--- src/hdl/assert_macros.svh ---
// Assertion macros for the keyboard-to-ASCII FIFO core.
// Each macro samples on posedge clk and is disabled while rst_n is low.
`ifndef ASSERT_MACROS_SVH
`define ASSERT_MACROS_SVH
`ifndef SYNTHESIS
// The condition must hold at every clock edge.
`define ASSERT_ALWAYS(lbl, cond, msg) \
    lbl: assert property (@(posedge clk) disable iff (!rst_n) (cond)) else $error(msg);
// The consequent must hold in the same cycle as the antecedent.
`define ASSERT_IMPLIES(lbl, ante, cons, msg) \
    lbl: assert property (@(posedge clk) disable iff (!rst_n) (ante) |-> (cons)) \
        else $error(msg);
// The consequent must hold in the cycle after the antecedent.
`define ASSERT_NEXT(lbl, ante, cons, msg) \
    lbl: assert property (@(posedge clk) disable iff (!rst_n) (ante) |=> (cons)) \
        else $error(msg);
`else
`define ASSERT_ALWAYS(lbl, cond, msg)
`define ASSERT_IMPLIES(lbl, ante, cons, msg)
`define ASSERT_NEXT(lbl, ante, cons, msg)
`endif
`endif

--- src/hdl/hbk_pkg.sv ---
// Package: item types, constants and keycode-to-ASCII tables.
package hbk_pkg;

    localparam int KEY_SLOTS = 6;

    localparam logic CMD_REPORT = 1'b0;
    localparam logic CMD_POP    = 1'b1;

    localparam int MOD_LSHIFT_BIT = 1;
    localparam int MOD_RSHIFT_BIT = 5;

    localparam logic [6:0] ASCII_NUL = 7'h00;
    localparam logic [6:0] ASCII_BS  = 7'h08;
    localparam logic [6:0] ASCII_TAB = 7'h09;
    localparam logic [6:0] ASCII_LF  = 7'h0A;
    localparam logic [6:0] ASCII_ESC = 7'h1B;
    localparam logic [6:0] ASCII_DEL = 7'h7F;

    typedef struct packed {
        logic       command;
        logic [7:0] modifiers;
        logic [7:0] key_slot_0;
        logic [7:0] key_slot_1;
        logic [7:0] key_slot_2;
        logic [7:0] key_slot_3;
        logic [7:0] key_slot_4;
        logic [7:0] key_slot_5;
    } req_item_t;

    typedef struct packed {
        logic [6:0] char_out;
        logic       char_valid;
        logic [2:0] queued_count;
        logic [2:0] dropped_count;
        logic [5:0] fill_level;
        logic       not_empty;
    } rsp_item_t;

    typedef logic [KEY_SLOTS-1:0][7:0] key_row_t;

    // New characters of one report, packed toward entry 0 in slot order.
    typedef struct packed {
        logic [2:0]                count;
        logic [KEY_SLOTS-1:0][6:0] chars;
    } hbk_chars_t;

    // US layout, no shift.
    function automatic logic [6:0] plain_ascii(input logic [6:0] key);
        logic [6:0] ch;
        ch = ASCII_NUL;
        case (key) inside
            [7'd4:7'd29]:  ch = 7'h61 + (key - 7'd4);
            [7'd30:7'd38]: ch = 7'h31 + (key - 7'd30);
            7'd39:         ch = 7'h30;
            7'd40:         ch = ASCII_LF;
            7'd41:         ch = ASCII_ESC;
            7'd42:         ch = ASCII_BS;
            7'd43:         ch = ASCII_TAB;
            7'd44:         ch = 7'h20;
            7'd45:         ch = 7'h2D;
            7'd46:         ch = 7'h3D;
            7'd47:         ch = 7'h5B;
            7'd48:         ch = 7'h5D;
            7'd49:         ch = 7'h5C;
            7'd50:         ch = 7'h23;
            7'd51:         ch = 7'h3B;
            7'd52:         ch = 7'h27;
            7'd53:         ch = 7'h60;
            7'd54:         ch = 7'h2C;
            7'd55:         ch = 7'h2E;
            7'd56:         ch = 7'h2F;
            7'd76:         ch = ASCII_DEL;
            7'd92:         ch = 7'h2F;
            7'd93:         ch = 7'h2A;
            7'd94:         ch = 7'h2D;
            7'd95:         ch = 7'h2B;
            7'd96:         ch = ASCII_LF;
            [7'd97:7'd105]: ch = 7'h31 + (key - 7'd97);
            7'd106:        ch = 7'h30;
            7'd107:        ch = 7'h2E;
            default:       ch = ASCII_NUL;
        endcase
        return ch;
    endfunction

    // US layout with shift; keys that shift does not change fall back to plain.
    function automatic logic [6:0] shift_ascii(input logic [6:0] key);
        logic [6:0] ch;
        ch = plain_ascii(key);
        case (key) inside
            [7'd4:7'd29]: ch = 7'h41 + (key - 7'd4);
            7'd30:        ch = 7'h21;
            7'd31:        ch = 7'h40;
            7'd32:        ch = 7'h23;
            7'd33:        ch = 7'h24;
            7'd34:        ch = 7'h25;
            7'd35:        ch = 7'h5E;
            7'd36:        ch = 7'h26;
            7'd37:        ch = 7'h2A;
            7'd38:        ch = 7'h28;
            7'd39:        ch = 7'h29;
            7'd45:        ch = 7'h5F;
            7'd46:        ch = 7'h2B;
            7'd47:        ch = 7'h7B;
            7'd48:        ch = 7'h7D;
            7'd49:        ch = 7'h7C;
            7'd50:        ch = 7'h7E;
            7'd51:        ch = 7'h3A;
            7'd52:        ch = 7'h22;
            7'd53:        ch = 7'h7E;
            7'd54:        ch = 7'h3C;
            7'd55:        ch = 7'h3E;
            7'd56:        ch = 7'h3F;
            default:      ch = ch;
        endcase
        return ch;
    endfunction

endpackage

--- src/hdl/hbk_ram.sv ---
// Generic single-port-write, registered-read RAM.
module hbk_ram #(
    parameter int WIDTH = 7,
    parameter int DEPTH = 64,
    localparam int AW = $clog2(DEPTH)
) (
    input  logic             clk,
    input  logic             wr_en,
    input  logic [AW-1:0]    wr_addr,
    input  logic [WIDTH-1:0] wr_data,
    input  logic             rd_en,
    input  logic [AW-1:0]    rd_addr,
    output logic [WIDTH-1:0] rd_data
);

    logic [WIDTH-1:0] mem [DEPTH];

    always_ff @(posedge clk)
    begin
        if (wr_en)
        begin
            mem[wr_addr] <= wr_data;
        end
        if (rd_en)
        begin
            rd_data <= mem[rd_addr];
        end
    end

endmodule

--- src/hdl/hbk_decode.sv ---
// Report decoder: new-press detection, ASCII lookup and slot-order packing.
module hbk_decode
    import hbk_pkg::*;
(
    input  logic [7:0] modifiers,
    input  key_row_t   keys,
    input  key_row_t   prev_keys,
    output hbk_chars_t chars
);

    logic                      shifted;
    logic [KEY_SLOTS-1:0]      push;
    logic [KEY_SLOTS-1:0][6:0] code;

    assign shifted = modifiers[MOD_LSHIFT_BIT] | modifiers[MOD_RSHIFT_BIT];

    always_comb
    begin
        for (int i = 0; i < KEY_SLOTS; i++)
        begin
            logic held;
            held = 1'b0;
            for (int j = 0; j < KEY_SLOTS; j++)
            begin
                if (prev_keys[j] == keys[i])
                begin
                    held = 1'b1;
                end
            end
            code[i] = shifted ? shift_ascii(keys[i][6:0]) : plain_ascii(keys[i][6:0]);
            // Keycodes of 128 and above never map to a character.
            push[i] = (keys[i] != 8'd0) && !keys[i][7] && !held && (code[i] != ASCII_NUL);
        end
    end

    // Pack pushed characters toward entry 0 in slot order.
    always_comb
    begin
        logic [2:0] pos;
        pos         = 3'd0;
        chars.chars = '0;
        for (int i = 0; i < KEY_SLOTS; i++)
        begin
            for (int p = 0; p < KEY_SLOTS; p++)
            begin
                if (push[i] && (pos == 3'(p)))
                begin
                    chars.chars[p] = code[i];
                end
            end
            pos = pos + 3'(push[i]);
        end
        chars.count = pos;
    end

endmodule

--- src/hdl/hid_boot_keyboard_to_ascii_fifo_core.sv ---
// Top level: boot keyboard reports in, ASCII FIFO status and popped characters out.
//
//  Channel | Handshake            | Payload     | Direction
//  --------+----------------------+-------------+----------
//  req     | req_valid, req_stall | req_item_t  | in
//  rsp     | rsp_valid, rsp_stall | rsp_item_t  | out
//
// An item waits in the input register until the write port is drained and the
// result slot frees, then its result is loaded into the result register; a pop
// or a report that queues nothing leaves nothing to drain. A report that queues
// n characters holds the next item until all n are written, since the character
// RAM takes one write per cycle. One result per item, in order. Reset clears the
// stored keys and both ring pointers; the RAM is not cleared. A stalled result
// holds while one more item waits in the input register.
module hid_boot_keyboard_to_ascii_fifo_core
    import hbk_pkg::*;
#(
    parameter int FIFO_DEPTH = 64
) (
    input  logic      clk,
    input  logic      rst_n,
    input  logic      req_valid,
    output logic      req_stall,
    input  req_item_t req,
    output logic      rsp_valid,
    input  logic      rsp_stall,
    output rsp_item_t rsp
);

`include "assert_macros.svh"

    localparam int AW = $clog2(FIFO_DEPTH);
    localparam int CW = AW + 3;
    localparam logic [AW:0]   DEPTH_W = (AW+1)'(FIFO_DEPTH);
    localparam logic [AW-1:0] LAST_PTR = AW'(FIFO_DEPTH - 1);

    // Input register
    logic      in_vld_reg, in_vld_next;
    req_item_t in_item_reg;

    // Result register
    logic       out_vld_reg, out_vld_next;
    logic       res_char_valid_reg;
    logic [2:0] res_queued_reg;
    logic [2:0] res_dropped_reg;
    logic [5:0] res_fill_reg;
    logic       res_not_empty_reg;

    // Ring state
    key_row_t      prev_keys_reg, prev_keys_next;
    logic [AW-1:0] wptr_reg, wptr_next;
    logic [AW-1:0] rptr_reg, rptr_next;

    // Characters waiting for the RAM write port
    logic [KEY_SLOTS-1:0][6:0] pend_reg, pend_next;
    logic [2:0]                pend_cnt_reg, pend_cnt_next;
    logic [AW-1:0]             wr_addr_reg, wr_addr_next;

    logic          advance;
    logic          is_pop;
    logic          pop_ok;
    key_row_t      keys;
    hbk_chars_t    dec;
    logic [AW:0]   fill_wide;
    logic [AW-1:0] fill;
    logic [AW-1:0] free_slots;
    logic [2:0]    queued;
    logic [2:0]    dropped;
    logic [AW:0]   wsum;
    logic [AW:0]   wwrap;
    logic [AW-1:0] fill_after;
    logic [AW+5:0] fill_ext;
    logic          ram_wr_en;
    logic          ram_rd_en;
    logic [6:0]    ram_rdata;

    // Move the held item on once the write port is drained and the result slot frees.
    assign advance   = in_vld_reg && (pend_cnt_reg == 3'd0) && (!out_vld_reg || !rsp_stall);
    assign req_stall = in_vld_reg && !advance;
    assign rsp_valid = out_vld_reg;

    assign keys = {in_item_reg.key_slot_5, in_item_reg.key_slot_4, in_item_reg.key_slot_3,
                   in_item_reg.key_slot_2, in_item_reg.key_slot_1, in_item_reg.key_slot_0};

    hbk_decode u_decode (
        .modifiers (in_item_reg.modifiers),
        .keys      (keys),
        .prev_keys (prev_keys_reg),
        .chars     (dec)
    );

    // Occupancy and space from the logical pointers.
    always_comb
    begin
        if (wptr_reg >= rptr_reg)
        begin
            fill_wide = {1'b0, wptr_reg} - {1'b0, rptr_reg};
        end
        else
        begin
            fill_wide = DEPTH_W - {1'b0, rptr_reg} + {1'b0, wptr_reg};
        end
        fill       = fill_wide[AW-1:0];
        free_slots = LAST_PTR - fill;
        is_pop     = (in_item_reg.command == CMD_POP);
        pop_ok     = is_pop && (fill != '0);
        // Push in slot order until full; the rest are dropped.
        queued     = (CW'(free_slots) < CW'(dec.count)) ? 3'(free_slots) : dec.count;
        dropped    = dec.count - queued;
        wsum       = {1'b0, wptr_reg} + (AW+1)'(queued);
        wwrap      = (wsum >= DEPTH_W) ? (wsum - DEPTH_W) : wsum;
        if (is_pop)
        begin
            fill_after = pop_ok ? (fill - AW'(1)) : fill;
        end
        else
        begin
            fill_after = fill + AW'(queued);
        end
        fill_ext = {6'd0, fill_after};
    end

    // Next-state logic for handshake, ring and write-drain state.
    always_comb
    begin
        in_vld_next    = in_vld_reg;
        out_vld_next   = out_vld_reg;
        prev_keys_next = prev_keys_reg;
        wptr_next      = wptr_reg;
        rptr_next      = rptr_reg;
        pend_next      = pend_reg;
        pend_cnt_next  = pend_cnt_reg;
        wr_addr_next   = wr_addr_reg;

        if (req_valid && !req_stall)
        begin
            in_vld_next = 1'b1;
        end
        else if (advance)
        begin
            in_vld_next = 1'b0;
        end

        if (advance)
        begin
            out_vld_next = 1'b1;
        end
        else if (!rsp_stall)
        begin
            out_vld_next = 1'b0;
        end

        // Drain one waiting character per cycle.
        if (pend_cnt_reg != 3'd0)
        begin
            for (int k = 0; k < KEY_SLOTS - 1; k++)
            begin
                pend_next[k] = pend_reg[k+1];
            end
            pend_cnt_next = pend_cnt_reg - 3'd1;
            wr_addr_next  = (wr_addr_reg == LAST_PTR) ? '0 : (wr_addr_reg + AW'(1));
        end

        if (advance)
        begin
            if (is_pop)
            begin
                if (pop_ok)
                begin
                    rptr_next = (rptr_reg == LAST_PTR) ? '0 : (rptr_reg + AW'(1));
                end
            end
            else
            begin
                prev_keys_next = keys;
                wptr_next      = wwrap[AW-1:0];
                pend_next      = dec.chars;
                pend_cnt_next  = queued;
                wr_addr_next   = wptr_reg;
            end
        end
    end

    always_ff @(posedge clk or negedge rst_n)
    begin
        if (!rst_n)
        begin
            in_vld_reg    <= 1'b0;
            out_vld_reg   <= 1'b0;
            prev_keys_reg <= '0;
            wptr_reg      <= '0;
            rptr_reg      <= '0;
            pend_cnt_reg  <= 3'd0;
        end
        else
        begin
            in_vld_reg    <= in_vld_next;
            out_vld_reg   <= out_vld_next;
            prev_keys_reg <= prev_keys_next;
            wptr_reg      <= wptr_next;
            rptr_reg      <= rptr_next;
            pend_cnt_reg  <= pend_cnt_next;
        end
    end

    // Payload registers: no reset.
    always_ff @(posedge clk)
    begin
        if (req_valid && !req_stall)
        begin
            in_item_reg <= req;
        end
        if (advance)
        begin
            res_char_valid_reg <= pop_ok;
            res_queued_reg     <= is_pop ? 3'd0 : queued;
            res_dropped_reg    <= is_pop ? 3'd0 : dropped;
            res_fill_reg       <= fill_ext[5:0];
            res_not_empty_reg  <= (fill_after != '0);
        end
        pend_reg    <= pend_next;
        wr_addr_reg <= wr_addr_next;
    end

    // Read only when a pop moves into the result slot, so the data holds under stall.
    assign ram_wr_en = (pend_cnt_reg != 3'd0);
    assign ram_rd_en = advance && pop_ok;

    hbk_ram #(
        .WIDTH (7),
        .DEPTH (FIFO_DEPTH)
    ) u_char_ram (
        .clk     (clk),
        .wr_en   (ram_wr_en),
        .wr_addr (wr_addr_reg),
        .wr_data (pend_reg[0]),
        .rd_en   (ram_rd_en),
        .rd_addr (rptr_reg),
        .rd_data (ram_rdata)
    );

    always_comb
    begin
        rsp.char_out      = res_char_valid_reg ? ram_rdata : ASCII_NUL;
        rsp.char_valid    = res_char_valid_reg;
        rsp.queued_count  = res_queued_reg;
        rsp.dropped_count = res_dropped_reg;
        rsp.fill_level    = res_fill_reg;
        rsp.not_empty     = res_not_empty_reg;
    end

    `ASSERT_IMPLIES(a_no_pop_before_drain, ram_rd_en, (pend_cnt_reg == 3'd0) && (wptr_reg != rptr_reg), "pop issued while characters still wait for the RAM")
    `ASSERT_ALWAYS(a_fill_in_range, fill <= LAST_PTR, "ring holds more than depth minus one")
    `ASSERT_IMPLIES(a_counts_split, advance && !is_pop, (3'(queued + dropped) == dec.count), "queued plus dropped differs from new presses")
    `ASSERT_NEXT(a_drain_step, (pend_cnt_reg != 3'd0), (pend_cnt_reg == $past(pend_cnt_reg) - 3'd1), "write drain skipped or stalled")

endmodule

--- config.mk ---
export PLATFORM = sky130hd
export DESIGN_NAME = hid_boot_keyboard_to_ascii_fifo_core
export DESIGN_NICKNAME = d
export VERILOG_FILES = /design/src/hdl/hbk_pkg.sv /design/src/hdl/hbk_ram.sv /design/src/hdl/hbk_decode.sv /design/src/hdl/hid_boot_keyboard_to_ascii_fifo_core.sv
export VERILOG_INCLUDE_DIRS = /design/src /design/src/hdl
export SDC_FILE = /design/constraint.sdc
export NUM_CORES = 2
export LEC_CHECK = 0
export ABC_AREA = 1
export BUFFER_PORTS_ARGS = -buffer_cell sky130_fd_sc_hd__buf_2
export CORE_AREA = 3 3 310 251
export CTS_CLUSTER_DIAMETER = 40
export DETAILED_ROUTE_END_ITERATION = 12
export DIE_AREA = 0 0 313 254
export HOLD_SLACK_MARGIN = 0.02
export PLACE_DENSITY = 0.76
export RECOVER_POWER = 100
export SLEW_MARGIN = 40
export SYNTH_ARGS = -nofsm -noshare
export SYNTH_HDL_FRONTEND = slang
export SYNTH_SLANG_ARGS = --single-unit
--- constraint.sdc ---
create_clock -name clk -period 7.8 [get_ports clk]
set_input_delay 0.78 -clock clk [delete_from_list [all_inputs] [get_ports clk]]
set_output_delay 0.78 -clock clk [all_outputs]
set_load 0.01 [all_outputs]
==> After elaboration in Yosys (flattened, before gate mapping) <==
Memories as Yosys holds them, arrays and structs flattened. A register that Yosys moved wholly into a read port is not among the register bits.
Cells that the tools add are included.
{ "op_classes": {"addsub": 59, "mul": 0, "n_div": 0, "n_lt_le_gt_ge": 39, "n_eq_ne": 269, "shifts": 0, "muxes": 440, "n_bitwise": 2, "reduce_logical": 109} }
{ "ops": {"columns": ["operator", "n"], "rows": [
  ["$mux 7", 374],
  ["$eq 7x6->1 const B", 150],
  ["$eq 7x7->1 const B", 48],
  ["$eq 8x8->1", 36],
  ["$mux 35", 3],
  ["$mux 6", 17],
  ["$add 6x7->7 const A", 12],
  ["$add 7x7->7 const A", 12],
  ["$eq 7x5->1 const B", 12],
  ["$logic_and 1x1->1", 68],
  ["$ge 7x7->1 const B", 7],
  ["$reduce_bool 8->1", 6],
  ["$ge 7x3->1 const B", 6],
  ["$ge 7x5->1 const B", 6],
  ["$le 7x5->1 const B", 6],
  ["$le 7x6->1 const B", 6],
  ["$le 7x7->1 const B", 6],
  ["$mux 1", 42],
  ["$reduce_bool 7->1", 6],
  ["$sub 7x3->7 const B", 6],
  ["$sub 7x5->7 const B", 6],
  ["$sub 7x7->7 const B", 6],
  ["$eq 3x2->1 const B", 8],
  ["$eq 3x3->1 const B", 8],
  ["28 further kinds", 61]
]} }
{ "word_totals": {"reg_bits": 182, "latchBits": 0, "ramBits": 448, "mem_bits_ro": 0, "inputBits": 61, "out_inout_bits": 23, "mem_count": 1} }
{ "mem_list": {"columns": ["memory", "depth", "width", "read_ports", "rd_ports_with_merged_regs", "wr", "line_no", "rtl"], "rows": [
  ["u_char_ram.mem", 64, 7, 1, 1, 1, "hbk_ram.sv:16", "logic [WIDTH-1:0] mem [DEPTH];"]
]} }

==> Logic depth before layout (Yosys ltp) <==
{ "logic_depth": {"ltp_word": 52, "mapped_depth": 56} }

==> Cells and area by module <==
From an unflattened synthesis, not the netlist that was laid out.
{ "hier_totals": {"hier_cells": 6278, "area_unflattened_um2": 44943.1} }
{ "modules_own_cells": {"columns": ["module", "n_inst", "cells_each", "area_per_inst_um2"], "rows": [
  ["hbk_ram", 1, 1607, 18661.6],
  ["hbk_decode", 1, 3891, 18602.8],
  ["hid_boot_keyboard_to_ascii_fifo_core", 1, 780, 7678.6]
]} }

==> Least setup slack after synthesis <==
OpenSTA, ideal clock, no wires.
{ "synth_path": {"path_type": "register to register", "startpoint": "register in_item_reg[34] (netlist name)", "endpoint": "register res_not_empty_reg, data pin", "setup_ns": 0.260, "t_arrival_ns": 7.636, "required_time_ns": 7.540, "path_slack_ns": -0.096, "stages_incl_launch_ff": 45, "n_path_buf": 1, "cell_sequence": "edfxtp_1 -> inv_1 -> clkbuf_1 -> ha_1 -> nand2_1 -> o22ai_1 -> nand2_1 -> o211ai_1 -> nand2_1 -> o21ai_0 -> o211ai_1 -> nand2_1 -> nand2_1 -> nand2_1 -> nand2_1 -> nand2_1 -> nand2_1 -> nand2_1 -> (+9 left out) -> ha_1 -> fa_1 -> ha_1 -> or2_2 -> nand2_1 -> xnor2_1 -> ha_1 -> a21oi_1 -> nand3_1 -> o21ai_0 -> inv_1 -> fa_1 -> inv_1 -> a21oi_1 -> a221oi_1 -> xor2_1 -> nor2_1 -> nand2_1"} }
{ "synth_between": {"elab_chain_len": 52, "word_cells_on_any_way": 138, "classes_between": "add/sub (13); order compare (7); eq/ne (41); mux (67); reduce/logical (10)"} }
{ "synth_lines": {"columns": ["element", "line_no", "rtl"], "rows": [
  ["start, declared", "hid_boot_keyboard_to_ascii_fifo_core.sv:39", "req_item_t in_item_reg;"],
  ["start signal, assigned", "hid_boot_keyboard_to_ascii_fifo_core.sv:211", "in_item_reg <= req;"],
  ["parallel branches: the longest is 41 deep, another holds $sub 7x7->7", null, null],
  ["$logic_and 1x1->1 (*)", "hbk_decode.sv:32", "push[i] = (keys[i] != 8'd0) && !keys[i][7] && !held && (code[i] != ASCII_NUL);"],
  ["$add 1x1->2 (*)", "hbk_decode.sv:51", "pos = pos + 3'(push[i]);"],
  ["$add 3x1->3 (*) (4 in series)", "hbk_decode.sv:51", null],
  ["$lt 6x3->1", "hid_boot_keyboard_to_ascii_fifo_core.sv:108", "queued = (CW'(free_slots) < CW'(dec.count)) ? 3'(free_slots) : dec.count;"],
  ["$mux 3 (*)", "hid_boot_keyboard_to_ascii_fifo_core.sv:108", null],
  ["named net queued[1]", "hid_boot_keyboard_to_ascii_fifo_core.sv:67", "logic [2:0] queued;"],
  ["$add 6x3->6 (*)", "hid_boot_keyboard_to_ascii_fifo_core.sv:118", "fill_after = fill + AW'(queued);"],
  ["$mux 6 (*)", "hid_boot_keyboard_to_ascii_fifo_core.sv:112", "if (is_pop)"],
  ["named net fill_after[4]", "hid_boot_keyboard_to_ascii_fifo_core.sv:71", "logic [AW-1:0] fill_after;"],
  ["$reduce_bool 6->1 (*)", "hid_boot_keyboard_to_ascii_fifo_core.sv:219", "res_not_empty_reg <= (fill_after != '0);"],
  ["end signal, assigned", "hid_boot_keyboard_to_ascii_fifo_core.sv:219", null],
  ["end, declared", "hid_boot_keyboard_to_ascii_fifo_core.sv:47", "logic res_not_empty_reg;"]
]} }
Mark *: on every way through the listed nets, which the timed path passes.
A chain may end at the register's enable or synchronous reset.

==> Worst setup path after layout <==
{ "layout_path": {"startpoint": "register in_item_reg[37] (netlist name)", "endpoint": "register res_not_empty_reg, data pin"} }
The elaborated chain is that of the path after synthesis.

==> impl_metrics.py <==
metrics = {
    "setup_path": {
        "max_stage_delay_ns": 0.60,
        "r2r_end": "res_not_empty_reg",
        "cp_num_cells": 51,
        "crit_family": "simple AND/OR/NAND/NOR gates",
        "crit_end": "res_not_empty_reg",
        "setup.worst_path.end_class": "flip-flop",
        "worstPathBufferInverterCount": 7,
        "setup.worst_path.start": "in_item_reg[37]",
        "slowest_stage": "fa_2",
        "path_class": "flip-flop to flip-flop",
        "r2r-start": "in_item_reg[37]",
        "worstPathArrival_ns": 8.06,
        "rrSetupSlack_ns": 0.12,
        "crit_fanout": 6,
        "critical_path_required_ns": 8.18,
        "r2r_cells": 51,
        "timing.critical_path.mode_cell": "nand2_1",
        "setup.worst_path.start_class": "flip-flop",
    },
    "power": {
        "combPwrFrac_pct": 55.7,
        "pwr-share-clk_pct": 18.5,
        "pwr_density_cell_mw_per_mm2": 431,
        "p_seq_share_pct": 25.8,
        "switching_share_pct": 47.7,
        "peakVddDrop_mv": 0.412,
        "p_switching_mw": 10.2,
        "power.internal_mw": 11.2,
        "p_leak_nw": 22.6,
    },
    "final_layout": {
        "layout.cells.non_filler": 7172,
        "area_growth_pct": 14.7,
        "finalNetCount": 6273,
        "n_antenna_cell": 0,
        "drive_gt1_share_pct": 12.3,
        "n_fill_cell": 6389,
        "largest_register_ffs": 448,
        "utilization_pct": 66.5,
    },
    "clock_tree": {
        "clk_pin_slew_ns": 0.06,
        "cts-root-buf": "clkbuf_16",
        "numClockSinks": 633,
        "cts_tree": "done",
        "cts_buffer_depth": 3,
        "htreeDepth": 3,
        "clk_latency_ns": 0.63,
        "cts_made_buffers": 82,
    },
    "logic_synthesis": {
        "synth_fp_nets": 6043,
        "syn_avg_cell_area_sq_um": 7.41,
        "synth-edff-count": 527,
        "synth-simple-area-share_pct": 30.3,
        "synth-xor-area-share_pct": 4.25,
        "synth_ff_type": "edfxtp_1",
        "async_flop_share_pct": 10.3,
        "ys_seq_elements": 633,
        "synth_cells": 5863,
        "synth_area_leaders": "edfxtp_1 (36%), nand2_1 (15%), nor2_1 (7.0%), inv_1 (5.2%), o21ai_0 (4.5%)",
        "ys_warn_count": 0,
        "syn_area_sq_mm": 0.0434,
        "synth_top_family_by_area": "simple AND/OR/NAND/NOR gates",
        "synth_adder_area_share_pct": 3.51,
        "yosysUniqueCellTypes": 73,
        "synth_top_area_share_pct": 36.4,
        "yosysSeqAreaShare_pct": 42.1,
        "synth.largest_area_cell": "edfxtp_1",
        "synthMuxAreaShare_pct": 0,
        "synth_compound_area_share_pct": 11.5,
    },
    "global_routing": {
        "globalRouteTotalUtil_pct": 35.5,
        "grt_start_max_net_pins": 122,
        "antenna_found_initial": 0,
        "grt-ovfl-total": 0,
        "grt_first_pass_wirelength_um": 221000,
        "grt_pass1_vias": 39200,
    },
    "timing": {
        "worst_pin_slew_ns": 4.23,
        "finalHoldViolations": 0,
        "slew_viol_final": 622,
        "rsz0062_at_grt": "yes",
        "max_freq_mhz": 130,
        "min_period_ns": 7.68,
        "setup_tns_ns": 0,
        "fin_skew_ns": 0.0331,
        "holdWs_ns": 0.314,
        "finalCritPeriodShare_pct": 98.5,
        "slew_headroom_pct": -182,
        "setup_violations": 0,
    },
    "placement": {
        "hpwl_um": 102000,
        "place.gp.congestion": 1.08,
        "portBuffers": 77,
        "dp.cells": 6990,
    },
    "floorplanning": {
        "initial_core_util_pct": 57.9,
        "die_h_um": 254,
        "die_area_sq_mm": 0.0795,
        "row_count": 90,
        "core_sq_mm": 0.0750,
        "io_pins": 84,
        "die_w_um": 313,
    },
    "routing": {
        "drc": 0,
        "num_vias": 42700,
        "drt_iter0_drc": 6293,
        "drtAntennaViolNets": 0,
        "drt-pass1-iter-count": 7,
        "wl_per_cell_um": 20.4,
        "wl_um": 146000,
        "via_per_inst": 5.96,
    },
    "job": {
        "maxCapViolations": 11,
    },
    "run_status": {
        "failed_checks": "max-capacitance violations, max-slew violations",
        "status": "finished with violations",
    },
    "worst_hold_path": {
        "hp-class": "input pin to flip-flop",
    },
}
==> logic make-up (layout without fill, tap and decap cells) <==
group / after synthesis / count (layout)
fa+ha+maj: 119 / 119
simple gates: 3143 / 3143
flops: 633 / 633
buf+inv: 921 / 1218
compound gates: 836 / 836
xor+xnor: 211 / 211
==> worst register-to-register path, delay by kind of cell, from the launching register on <==
| kind | cells | cell delay (ns) |
|---|---|---|
| and+or+nand+nor | 27 | 2.65 |
| adders and majority gates | 7 | 2.08 |
| AOI/OAI and AO/OA | 9 | 1.20 |
| buffers and inverters | 7 | 0.80 |
| DFF | 1 | 0.55 |
| xor gates and xnor gates | 1 | 0.19 |
==> metrics by stage <==
step                setup slack (ns)  total power, mW  area, sq um
global placement              -0.259             16.0        46200
floorplan                     0.0298             12.4        43400
CTS                           0.0114             20.4        49300
global route                  -0.336             22.7        49800
detailed placement            -0.477             16.2        46200
finish                         0.120             21.5        49800
==> timing repair <==
action / 4_1_cts / 5_1_grt
hold buffers: 1 / 0
gates resized for setup: 32 / 124
endpoints found under the setup margin: 8 / 13
buffers inserted: 2 / 27
pin swaps: 10 / 48
hold endpoints to repair: 9 / 0
==> cell usage after synthesis, drive strengths merged, types with 9 or more instances <==
| cell | number |
|---|---|
| a21oi | 115 |
| a221oi | 12 |
| a31oi | 28 |
| buf | 80 |
| clkbuf | 172 |
| clkinv | 21 |
| dfrtp | 65 |
| dfxtp | 41 |
| edfxtp | 527 |
| ha | 114 |
| inv | 648 |
| nand2 | 1718 |
| nand3 | 324 |
| nand3b | 10 |
| nand4 | 82 |
| nor2 | 830 |
| nor3 | 124 |
| nor4 | 37 |
| o2111ai | 17 |
| o211ai | 32 |
| o21ai | 428 |
| o21bai | 9 |
| o221ai | 58 |
| o22ai | 95 |
| or2 | 14 |
| xnor2 | 100 |
| xor2 | 111 |
==> metal layers <==
layer | vias up | track usage, % | wire (um)
met5 | - | 2.39 | 268
met4 | 4 | 9.53 | 4170
met3 | 377 | 11.4 | 21800
met2 | 2826 | 50.7 | 59700
met1 | 19700 | 51.7 | 60300
li1 | 19800 | - | -
==> how the worst min path moves through the flow <==
| stage | from | end | slack [ns] | cells after the start |
|---|---|---|---|---|
| floorplan | rst_n | in_vld_reg | 0.48 | 0 |
| global placement | pend_reg[6] | u_char_ram.mem[20][6] | 0.48 | 0 |
| detailed placement | pend_reg[6] | u_char_ram.mem[20][6] | 0.49 | 0 |
| CTS | req[43] | in_item_reg[43] | 0.29 | 1 |
| global route | req[12] | in_item_reg[12] | 0.30 | 1 |
| finish | req[42] | in_item_reg[42] | 0.31 | 1 |
==> cell type report <==
class | count | area, sq um | area share [%]
clock buffer | 93 | 2110 | 4.24
clock inverter | 58 | 771 | 1.55
inverter | 669 | 2540 | 5.10
multi-input combinational | 4309 | 22000 | 44.2
sequential | 633 | 18300 | 36.7
tap | 1012 | 1270 | 2.54
timing repair buffer | 398 | 2820 | 5.66
==> layout by cell type, fill, tap and decap left out, types with 35 or more instances in the layout <==
cell	n
nor2_2	41
nand4_1	81
nand2_2	35
clkbuf_16	83
nand2_1	1675
xnor2_1	99
edfxtp_1	527
clkbuf_1	54
nor3_1	109
nor2_1	776
dfxtp_1	40
a21oi_1	102
inv_2	51
o21ai_1	39
buf_2	45
o22ai_1	92
o21ai_0	381
xor2_1	111
dfrtp_1	63
nand3_1	302
inv_1	586
o221ai_1	57
buf_4	290
ha_1	97
==> power groups by stage <==
stage	sequential [mW]	combinational, mW	clock (mW)
2_1_floorplan	5.04	7.39	0
3_3_place_gp	5.50	10.5	0
3_5_place_dp	5.49	10.8	0
4_1_cts	5.43	11.0	4.00
5_1_grt	5.55	13.0	4.13
6_report	5.54	12.0	3.97
(Power assumes the default switching activity.)
